[src/design/kdh_pkg.sv]
// ----------------------------------------------------------------------------
// kdh_pkg
// shared types and constants for the key debouncer with release hold-off
// ----------------------------------------------------------------------------
package kdh_pkg;

	localparam int CNT_W = 16;
	localparam int CFG_IDX_W = 2;

	localparam logic [CNT_W-1:0] CNT_MAX = {CNT_W{1'b1}};
	localparam logic [CNT_W-1:0] CONFIRM_THRESHOLD_RST = CNT_W'(3);
	localparam logic [CNT_W-1:0] HOLDOFF_RELOAD_RST = '0;

	localparam logic [CFG_IDX_W-1:0] REG_CONFIRM_THRESHOLD = CFG_IDX_W'(0);
	localparam logic [CFG_IDX_W-1:0] REG_HOLDOFF_RELOAD = CFG_IDX_W'(1);

	localparam logic ACTION_SAMPLE = 1'b0;
	localparam logic ACTION_QUERY = 1'b1;

	typedef struct packed {
		logic action;
		logic raw_level;
		logic clear_on_read;
	} kdh_item_t;

	typedef struct packed {
		logic [CNT_W-1:0] confirm_threshold;
		logic [CNT_W-1:0] holdoff_reload;
	} kdh_cfg_t;

endpackage

[src/design/kdh_cfg_regs.sv]
// ----------------------------------------------------------------------------
// kdh_cfg_regs
// configuration register file: confirm threshold and hold-off reload
// ----------------------------------------------------------------------------
module kdh_cfg_regs (
	input  logic                     clk,
	input  logic                     arst_n,
	input  logic                     cfg_valid,
	input  logic [kdh_pkg::CFG_IDX_W-1:0] cfg_index,
	input  logic [kdh_pkg::CNT_W-1:0] cfg_data,
	output logic                     cfg_ready,
	output kdh_pkg::kdh_cfg_t        cfg
);
	import kdh_pkg::*;

	kdh_cfg_t cfg_q;

	assign cfg_ready = 1'b1;
	assign cfg = cfg_q;

	always_ff @(posedge clk or negedge arst_n) begin
		if (!arst_n) begin
			cfg_q.confirm_threshold <= CONFIRM_THRESHOLD_RST;
			cfg_q.holdoff_reload <= HOLDOFF_RELOAD_RST;
		end else if (cfg_valid && cfg_ready) begin
			if (cfg_index == REG_CONFIRM_THRESHOLD) begin
				cfg_q.confirm_threshold <= cfg_data;
			end
			if (cfg_index == REG_HOLDOFF_RELOAD) begin
				cfg_q.holdoff_reload <= cfg_data;
			end
		end
	end

endmodule

[src/design/kdh_input_stage.sv]
// ----------------------------------------------------------------------------
// kdh_input_stage
// input register for one item beat, stalls only while it holds a beat and the result side is full and stalled
// ----------------------------------------------------------------------------
module kdh_input_stage (
	input  logic                clk,
	input  logic                arst_n,
	input  logic                in_valid,
	input  kdh_pkg::kdh_item_t  in_item,
	output logic                in_stall,
	input  logic                advance,
	output logic                item_valid,
	output kdh_pkg::kdh_item_t  item
);
	import kdh_pkg::*;

	logic      valid_s1;
	kdh_item_t item_s1;

	assign in_stall = valid_s1 && !advance;
	assign item_valid = valid_s1;
	assign item = item_s1;

	always_ff @(posedge clk or negedge arst_n) begin
		if (!arst_n) begin
			valid_s1 <= 1'b0;
		end else if (!in_stall) begin
			valid_s1 <= in_valid;
		end
	end

	always_ff @(posedge clk) begin
		if (in_valid && !in_stall) begin
			item_s1 <= in_item;
		end
	end

endmodule

[src/design/kdh_core.sv]
// ----------------------------------------------------------------------------
// kdh_core
// debounce state update and result register
// ----------------------------------------------------------------------------
module kdh_core (
	input  logic                clk,
	input  logic                arst_n,
	input  kdh_pkg::kdh_cfg_t   cfg,
	input  logic                item_valid,
	input  kdh_pkg::kdh_item_t  item,
	output logic                advance,
	output logic                out_valid,
	input  logic                out_stall,
	output logic                pressed
);
	import kdh_pkg::*;

	logic             state_q;
	logic [CNT_W-1:0] confirm_q;
	logic [CNT_W-1:0] holdoff_q;
	logic             out_valid_s2;
	logic             pressed_s2;

	logic             state_d;
	logic [CNT_W-1:0] confirm_d;
	logic [CNT_W-1:0] holdoff_d;
	logic [CNT_W-1:0] confirm_inc;
	logic             result;
	logic             fire;

	assign advance = !out_valid_s2 || !out_stall;
	assign fire = item_valid && advance;
	assign out_valid = out_valid_s2;
	assign pressed = pressed_s2;

	assign confirm_inc = (confirm_q == CNT_MAX) ? confirm_q : confirm_q + CNT_W'(1);

	always_comb begin
		state_d = state_q;
		confirm_d = confirm_q;
		holdoff_d = holdoff_q;
		result = state_q;
		if (item.action == ACTION_QUERY) begin
			if (item.clear_on_read) begin
				state_d = 1'b0;
			end
		end else begin
			priority if (!state_q && holdoff_q != '0) begin
				holdoff_d = holdoff_q - CNT_W'(1);
			end else if (item.raw_level != state_q) begin
				if (confirm_inc >= cfg.confirm_threshold) begin
					state_d = !state_q;
					confirm_d = '0;
				end else begin
					confirm_d = confirm_inc;
				end
				if (state_d) begin
					holdoff_d = cfg.holdoff_reload;
				end
			end else begin
				if (confirm_q != '0) begin
					confirm_d = confirm_q - CNT_W'(1);
				end
			end
			result = state_d;
		end
	end

	always_ff @(posedge clk or negedge arst_n) begin
		if (!arst_n) begin
			state_q <= 1'b0;
			confirm_q <= '0;
			holdoff_q <= '0;
			out_valid_s2 <= 1'b0;
		end else begin
			if (fire) begin
				state_q <= state_d;
				confirm_q <= confirm_d;
				holdoff_q <= holdoff_d;
			end
			if (advance) begin
				out_valid_s2 <= item_valid;
			end
		end
	end

	always_ff @(posedge clk) begin
		if (fire) begin
			pressed_s2 <= result;
		end
	end

endmodule

[src/design/key_debounce_with_holdoff.sv]
// ----------------------------------------------------------------------------
// key_debounce_with_holdoff
// push-button debouncer with integrating confirm counter and release hold-off
// ----------------------------------------------------------------------------
// Each input beat is either a raw pin sample or a query of the debounced
// state, and each gives exactly one result beat, held in the input register
// and then in the result register. One beat is taken every cycle unless
// the input side stalls: the state update is a single 16-bit increment and
// compare between these two registers, and the counters feed back to
// themselves. The input side stalls only while both registers hold a beat
// and the output side stalls. Configuration writes are always ready and
// take effect on the next beat; write them only while no beat is in flight.
// ----------------------------------------------------------------------------
module key_debounce_with_holdoff (
	input  logic                          clk,
	input  logic                          arst_n,
	input  logic                          in_valid,
	output logic                          in_stall,
	input  logic                          action,
	input  logic                          raw_level,
	input  logic                          clear_on_read,
	output logic                          out_valid,
	input  logic                          out_stall,
	output logic                          pressed,
	input  logic                          cfg_valid,
	output logic                          cfg_ready,
	input  logic [kdh_pkg::CFG_IDX_W-1:0] cfg_index,
	input  logic [kdh_pkg::CNT_W-1:0]     cfg_data
);
	import kdh_pkg::*;

	kdh_cfg_t  cfg;
	kdh_item_t in_item;
	kdh_item_t item;
	logic      item_valid;
	logic      advance;

	assign in_item.action = action;
	assign in_item.raw_level = raw_level;
	assign in_item.clear_on_read = clear_on_read;

	kdh_cfg_regs u_cfg (
		.clk       (clk),
		.arst_n    (arst_n),
		.cfg_valid (cfg_valid),
		.cfg_index (cfg_index),
		.cfg_data  (cfg_data),
		.cfg_ready (cfg_ready),
		.cfg       (cfg)
	);

	kdh_input_stage u_in (
		.clk        (clk),
		.arst_n     (arst_n),
		.in_valid   (in_valid),
		.in_item    (in_item),
		.in_stall   (in_stall),
		.advance    (advance),
		.item_valid (item_valid),
		.item       (item)
	);

	kdh_core u_core (
		.clk        (clk),
		.arst_n     (arst_n),
		.cfg        (cfg),
		.item_valid (item_valid),
		.item       (item),
		.advance    (advance),
		.out_valid  (out_valid),
		.out_stall  (out_stall),
		.pressed    (pressed)
	);

endmodule
[config.mk]
export PLATFORM = sky130hd
export DESIGN_NAME = key_debounce_with_holdoff
export DESIGN_NICKNAME = d
export VERILOG_FILES = /design/src/design/kdh_pkg.sv /design/src/design/kdh_cfg_regs.sv /design/src/design/kdh_input_stage.sv /design/src/design/kdh_core.sv /design/src/design/key_debounce_with_holdoff.sv
export SDC_FILE = /design/constraint.sdc
export NUM_CORES = 1
export LEC_CHECK = 0
export ABC_CLOCK_PERIOD_IN_PS = 5800
export BUFFER_PORTS_ARGS = -buffer_cell sky130_fd_sc_hd__buf_2
export CORE_MARGIN = 2
export CORE_UTILIZATION = 30
export DETAILED_ROUTE_END_ITERATION = 16
export PLACE_DENSITY = 0.52
export SKIP_LAST_GASP = 1
export SLEW_MARGIN = 20
export SYNTH_ARGS = -nofsm -noshare
export SYNTH_HDL_FRONTEND = slang
export SYNTH_SLANG_ARGS = --single-unit
[constraint.sdc]
create_clock -name clk -period 5.8 [get_ports clk]
set_input_delay 0 -clock clk [delete_from_list [all_inputs] [get_ports clk]]
set_output_delay 0 -clock clk [all_outputs]
set_load 0.05 [all_outputs]
==> impl_metrics.csv, run 1 <==
group,metric,value,unit
run_status,status,"finished clean",
setup_path,ff2ff_path_depth,14,
drt,first_iter_violations,319,
drt,wl,14000,um
power,power.leakage,2.30,nW
worst_hold_path,whs_path_depth,5,
drt,drc_errors,0,
layout,nNetsFinal,634,
place,io_buffers,28,
timing,setup_viol,0,
power,pwr-share-seq,32.4,%
timing,finalHoldViolations,0,
power,clkPwrFrac,24.2,%
yosys,yosysWarnings,0,
grt,first_global_vias,4448,
floorplan,die_y,131,um
drt,num_vias,4448,
timing,skew,0.00479,ns
yosys,netlist_area,0.00483,mm^2
worst_hold_path,hold_path.class,"in2reg",
yosys,synth-edff-count,4,
yosys,seq_area_frac_synth,37.3,%
setup_path,path_max_fanout,11,
setup_path,worst_r2r_startpoint,"u_core.confirm_q[0]$_DFFE_PN0P_",
setup_path,cp-start-kind,"flip-flop",
layout,antenna_cells,0,
place,place_ws,1.10,ns
power,p_int,1.43,mW
cts,ctsRootBufferMaster,"clkbuf_16",
grt,grt_max_degree,68,
floorplan,rows,46,
cts,worstSkewPairLatency,0.34,ns
timing,tightest_slew,0.941,ns
cts,cts_buffers,9,
setup_path,crit_type,"reg2reg",
timing,period_needed,4.81,ns
cts,post_cts_buffers,0,
layout,final_layout_size_suffix_gt1_share,16.2,%
setup_path,worst_ep_arrival_time,5.10,ns
drt,dr.pass1.iters,5,
power,p_per_area,441,mW/mm^2
cts,cts.path.max_buffers,2,
timing,slew_viol_final,0,
drt,ant_nets,0,
cts,cts_sinks,71,
yosys,syn_nets,600,
yosys,yosysUniqueCellTypes,73,
power,switchingPower,1.08,mW
layout,stdcell_count,808,
place,placedCellCount,769,
layout,n_fill_cell,1613,
yosys,synthTopCellsByCount,"65 x dfrtp_1, 61 x nand2_1, 41 x o21ai_0",
drt,avgViaCountPerCell,5.50,
yosys,synth.area.top_cells,"dfrtp_1 34%, ha_1 5.4%, mux2_2 5.4%",
floorplan,die_w,131,um
cts,path_clk_slew,0.06,ns
power,p_sw_share,43.0,%
timing,rsz0062_at_grt,"no",
setup_path,cp.required,6.08,ns
timing,slew_headroom,37.1,%
yosys,synth_seq_cells,71,
timing,fin_tns_setup,0,ns
floorplan,num_io_pins,30,
layout,fin_util,35.9,%
cts,ctsResizeCount,0,
yosys,syn_avg_cell_area,8.73,um^2
yosys,post-synth-top-area-cell,"dfrtp_1",
power,ir_worst_vdd,0.226,mV
drt,wl_per_cell,17.4,um
worst_hold_path,min-delay-start,"cfg_index[1]",
yosys,synth-async-reset-ratio,94.4,%
grt,antenna_found_initial,0,
yosys,synthMostInstantiatedCell,"dfrtp_1",
timing,fin_ws,0.986,ns
timing,timing.final.crit_share,83.0,%
yosys,postSynthCellCount,553,
floorplan,start_util,30.5,%
job,drv_cap,0,
power,combinationalPowerShare,43.4,%
timing,max_freq,208,MHz
cts,htreeDepth,3,
grt,grt_use_total,17.4,%
cts,cts_tree,"done",
setup_path,cp-startpoint,"u_core.confirm_q[0]$_DFFE_PN0P_",
yosys,yosysTopAreaCellShare,33.7,%
floorplan,core_area,0.0158,mm^2
place,place.gp.congestion,0.903,
setup_path,end_kind,"flip-flop",
grt,grt_pass1_wl,23200,um
power,power,2.51,mW
place,dpl.hpwl,9720,um
grt,grt_overflow,0,
yosys,synth_ff_type,"dfrtp_1",
floorplan,die-area,0.0171,mm^2
layout,syn_to_final_growth,17.8,%
metrics by stage:
| stage | hold slack (ns) | instance area [um^2] |
|---|---|---|
| final | 0.185 | 5690 |
| after global routing | 0.215 | 5690 |
| after CTS | 0.161 | 5690 |
| after detailed placement | 0.178 | 5140 |
| after global placement | 0.177 | 5140 |
| after floorplan | -0.296 | 4830 |
area by class of cell:
cell class	instances	area (um^2)	area share (%)
multi-input combinational	415	2750	48.3
sequential	71	1800	31.6
timing repair buffer	60	438	7.70
tap	216	270	4.75
clock buffer	10	250	4.40
inverter	30	113	1.98
clock inverter	6	71.3	1.25
power groups by stage:
stage | combinational, mW | sequential (mW) | clock, mW
floorplan | 0.838 | 0.745 | 0
global placement | 1.04 | 0.807 | 0
detailed placement | 1.06 | 0.813 | 0
CTS | 1.08 | 0.805 | 0.617
global route | 1.22 | 0.836 | 0.634
finish | 1.09 | 0.812 | 0.606
flip-flops by register name, summed over array words and instances (netlist names):
register,count
u_cfg.cfg,32
u_in.item,3
u_core.pressed,1
u_core.state_q,1
u_core.out_valid,1
u_core.confirm_q,16
u_core.holdoff_q,16
u_in.item_valid,1
worst max-delay path, stage by stage, from the launching register on:
cell and delay [ns]:
dfrtp_1 0.49, ha_1 0.24, nand3_1 0.13, or4_4 0.52
or2_1 0.35, nand2_1 0.13, o21ai_0 0.09, ha_1 0.29
nor2b_1 0.13, o211a_1 0.19, o311ai_0 0.65, nand3_1 0.45
buf_4 0.32, a21oi_1 0.48, o221a_2 0.28
kinds of logic (layout without fill, tap and decap cells):
kind of cell             Yosys count  in the layout  synth area share, %
multiplexers                      24             24                 5.57
adder cells (fa/ha/maj)           21             21                 5.44
flip-flops                        71             71                 37.3
other                              1              1               0.0777
AO/OA/AOI/OAI                    160            160                 23.0
AND/OR/NAND/NOR                  199            199                 20.9
XOR/XNOR                          10             10                 1.81
buffers and inverters             67            106                 5.94
cell usage in the layout, fill, tap and decap left out, types with 19 or more instances in the layout:
cell type,netlist,final
dfrtp_1,65,65
nand2_1,61,61
o21ai_0,41,41
nor2_1,35,35
inv_1,30,30
buf_2,7,28
a21oi_1,24,24
mux2_2,23,23
dlygate4sd3_1,0,23
ha_1,21,21
nor3_1,19,19
what timing repair did:
action,CTS,global route
endpoints found under the setup margin,0,0
endpoints found under the hold margin,102,0
hold buffers,23,0
per-layer routing:
metal | routed length (um) | vias to the layer above | GRT usage [%]
li1 | - | 2128 | -
met4 | 341 | 0 | 6.45
met3 | 522 | 24 | 3.22
met5 | 0 | - | 0
met2 | 6670 | 118 | 28.7
met1 | 6510 | 2178 | 22.9
final timing paths:
kind                                                         to  slack, ns
worst min register to register     u_core.out_valid$_DFFE_PN0N_       0.47
worst max register to register  u_core.holdoff_q[8]$_DFFE_PN0P_       0.99
worst max-delay path            u_core.holdoff_q[8]$_DFFE_PN0P_       0.99
worst min-delay path                  u_cfg.cfg[17]$_DFFE_PN1P_       0.19
min in group asynchronous             u_cfg.cfg[27]$_DFFE_PN0P_       0.42
max in group asynchronous       u_core.confirm_q[5]$_DFFE_PN0P_       4.81
No activity file was read; power rests on OpenSTA's default activity.
==> run 2: changes to the inputs <==
--- a/config.mk
+++ b/config.mk
@@ -5,12 +5,13 @@
 export SDC_FILE = /design/constraint.sdc
 export NUM_CORES = 1
 export LEC_CHECK = 0
-export ABC_CLOCK_PERIOD_IN_PS = 5800
+export ABC_AREA = 1
+export ABC_CLOCK_PERIOD_IN_PS = 3900
 export BUFFER_PORTS_ARGS = -buffer_cell sky130_fd_sc_hd__buf_2
 export CORE_MARGIN = 2
 export CORE_UTILIZATION = 30
 export DETAILED_ROUTE_END_ITERATION = 16
-export PLACE_DENSITY = 0.52
+export PLACE_DENSITY = 0.54
 export SKIP_LAST_GASP = 1
 export SLEW_MARGIN = 20
 export SYNTH_ARGS = -nofsm -noshare
==> constraint.sdc (replaced) <==
create_clock -name clk -period 3.9 [get_ports clk]
set_input_delay 0 -clock clk [delete_from_list [all_inputs] [get_ports clk]]
set_output_delay 0 -clock clk [all_outputs]
set_load 0.05 [all_outputs]
==> run 2 against run 1 <==
First-iteration DRC count fell by 12%. Final area rose by 0.22%. Area after synthesis rose by 1.1%. Worst setup slack got worse by 0.22 ns. Sequential power rose by 47%. Clock skew rose by 0.0051 ns. Clock power rose by 41%. Power rose by 53%. Die area rose by 1.1%. Count of clock-buffer cells in the layout rose by 3. Non-clock buffer count fell by 7. Worst hold slack improved by 0.020 ns. Critical path type unchanged. Largest cell class unchanged.
==> impl_metrics.csv, run 2 <==
group,metric,value,unit
run_status,status,"finished clean",
floorplan,num_io_pins,30,
floorplan,core_area,0.0159,mm^2
layout,nNetsFinal,770,
cts,ctsResizeCount,0,
cts,cts.path.max_buffers,2,
timing,slew_headroom,38.5,%
setup_path,crit_path_max_incr_delay,0.43,ns
setup_path,critical-path-top-delay-family,"simple AND/OR/NAND/NOR gates",
power,p_per_area,675,mW/mm^2
setup_path,r2r_slack,0.76,ns
layout,largest_register_ffs,32,
yosys,synth_ff_type,"dfrtp_1",
grt,grt_use_met3,2.70,%
timing,skew,0.00989,ns
floorplan,rows,46,
timing,tightest_slew,0.920,ns
setup_path,path_max_fanout,16,
layout,multi_input_area,0.00261,mm^2
layout,final_common_cell,"nand2_1",
layout,n_fill_cell,1726,
yosys,syn_avg_cell_area,7.18,um^2
grt,met2_usage,22.5,%
setup_path,crit_chain,"ha_1 -> nand2_1 -> nor2_1 -> nand2_1 -> nor2_4 -> inv_2 -> o21ai_0 -> ha_1 -> nand2_1 -> inv_1 -> nand2_1 -> nand2_1 -> nand2_1 -> nand2_1 -> nand2_1 -> nand3_1 -> nand3_2 -> nand2_2 -> nand2_1 -> nand2_1",
place,place_ws,0.814,ns
yosys,synthTopCellsByCount,"216 x nand2_1, 76 x inv_1, 68 x nor2_1",
yosys,postSynthCellCount,680,
yosys,synth-edff-count,4,
yosys,synthMostInstantiatedCell,"nand2_1",
place,place.gp.congestion,0.864,
job,drv_cap,0,
drt,dr.pass1.iters,4,
drt,wl_per_cell,12.9,um
timing,finalHoldViolations,0,
setup_path,cp-start-kind,"flip-flop",
setup_path,ff2ff_path_depth,20,
yosys,synth-async-reset-ratio,94.4,%
yosys,seq_area_frac_synth,36.9,%
setup_path,crit_type,"reg2reg",
timing,slew_viol_final,0,
cts,htreeDepth,3,
drt,first_iter_violations,280,
drt,avgViaCountPerCell,4.49,
place,dpl.hpwl,8790,um
timing,fin_ws,0.764,ns
layout,final_cell_mix,"216 x nand2_1, 76 x inv_1, 68 x nor2_1, 65 x dfrtp_1, 54 x o21ai_0",
setup_path,end_kind,"flip-flop",
timing,rsz0062_at_grt,"no",
yosys,yosysWarnings,0,
yosys,yosysTopAreaCellShare,33.3,%
yosys,post-synth-top-area-cell,"dfrtp_1",
drt,num_vias,4238,
layout,fin_util,35.9,%
floorplan,die-area,0.0173,mm^2
yosys,synth_seq_cells,71,
setup_path,path_common_cell,"nand2_1",
layout,antenna_cells,0,
yosys,yosysUniqueCellTypes,42,
yosys,syn_nets,727,
grt,grt_max_degree,43,
timing,max_freq,319,MHz
setup_path,worst_r2r_startpoint,"u_core.confirm_q[0]$_DFFE_PN0P_",
cts,path_clk_slew,0.06,ns
setup_path,cpMaxStageDelayCell,"dfrtp_1",
place,io_buffers,28,
grt,grt_pass1_wl,20500,um
drt,drc_errors,0,
setup_path,rr_endpoint,"u_core.holdoff_q[11]$_DFFE_PN0P_",
drt,wl,12100,um
yosys,netlist_area,0.00488,mm^2
cts,cts_buffers,9,
drt,ant_nets,0,
power,power.leakage,2.87,nW
timing,setup_viol,0,
setup_path,critPathBufInv,2,
cts,ctsRootBufferMaster,"clkbuf_16",
layout,final_layout_size_suffix_gt1_share,12.6,%
cts,worstSkewPairLatency,0.34,ns
layout,syn_to_final_growth,16.8,%
yosys,synth.area.top_cells,"dfrtp_1 33%, nand2_1 17%, inv_1 5.8%",
layout,regArea,0.00180,mm^2
floorplan,start_util,30.7,%
timing,period_needed,3.14,ns
timing,fin_tns_setup,0,ns
floorplan,die_y,132,um
setup_path,worst_ep_arrival_time,3.36,ns
grt,antenna_found_initial,0,
worst_hold_path,hold_path.class,"in2async",
timing,timing.final.crit_share,80.4,%
power,ir_worst_vdd,0.239,mV
cts,cts_sinks,71,
cts,cts_tree,"done",
setup_path,cp.required,4.12,ns
grt,first_global_vias,4082,
grt,grt_use_total,14.8,%
grt,top_usage_layer,"met2",
grt,use_met1,20.8,%
floorplan,die_w,132,um
grt,grt_overflow,0,
run 2: logic make-up (layout without fill, tap and decap cells):
| kind of cell | after synthesis | after routing | share of synthesized area, % |
|---|---|---|---|
| AND/OR/NAND/NOR | 359 | 359 | 31.1 |
| adder cells (fa/ha/maj) | 21 | 21 | 5.38 |
| other | 1 | 1 | 0.0768 |
| XOR/XNOR | 25 | 25 | 4.87 |
| buffers and inverters | 107 | 155 | 9.61 |
| AO/OA/AOI/OAI | 96 | 96 | 12.1 |
| flip-flops | 71 | 71 | 36.9 |
run 2: through the flow:
step	cell area (um^2)	hold WS [ns]	power (mW)	cells
after floorplan	4880	-0.296	2.59	680
after global placement	5160	0.181	2.99	905
after detailed placement	5160	0.180	2.98	905
after CTS	5690	0.361	3.87	943
after global routing	5700	0.259	4.21	944
final	5700	0.206	3.85	944
run 2: area by class of cell:
type,count,share of cell area [%]
repair buffers,53,6.83
flip-flops and latches,71,31.6
multi-input cells,502,45.9
inverters,86,5.71
well taps,216,4.74
clock inverters,3,0.746
clock buffers,13,4.57
run 2: per-layer routing:
layer / wire (um) / vias to the layer above
met4: 248 / 0
met5: 0 / -
met3: 434 / 18
met2: 5180 / 81
li1: - / 2237
met1: 6280 / 1902
run 2: worst reg2reg max path: cells and delay by family, from the launching register on:
family,cells,cell delay [ns]
buffers and inverters,2,0.18
AOI/OAI and AO/OA,1,0.17
adders and majority gates,2,0.50
DFF,1,0.43
and+or+nand+nor,15,1.74
run 2: worst max path at each step:
stage                                    start                               end  slack, ns  cells past startpoint
2_1_floorplan  u_core.confirm_q[0]$_DFFE_PN0P_  u_core.holdoff_q[10]$_DFFE_PN0P_       1.15                     21
3_3_place_gp   u_core.confirm_q[0]$_DFFE_PN0P_   u_core.holdoff_q[4]$_DFFE_PN0P_       0.81                     20
3_5_place_dp   u_core.confirm_q[0]$_DFFE_PN0P_   u_core.holdoff_q[7]$_DFFE_PN0P_       0.81                     20
4_1_cts        u_core.confirm_q[0]$_DFFE_PN0P_  u_core.holdoff_q[11]$_DFFE_PN0P_       0.78                     20
5_1_grt        u_core.confirm_q[0]$_DFFE_PN0P_  u_core.holdoff_q[11]$_DFFE_PN0P_       0.50                     20
6_report       u_core.confirm_q[0]$_DFFE_PN0P_  u_core.holdoff_q[11]$_DFFE_PN0P_       0.76                     20
run 2: power breakdown:
group          internal (mW)  leakage [nW]  switching (mW)
logic                  0.682          1.88            1.12
clock network          0.530         0.146           0.323
registers              0.947         0.848           0.244
run 2: what timing repair did:
item / 4_1_cts / 5_1_grt
setup buffers: 0 / 0
hold buffers: 22 / 0
hold endpoints to repair: 76 / 0
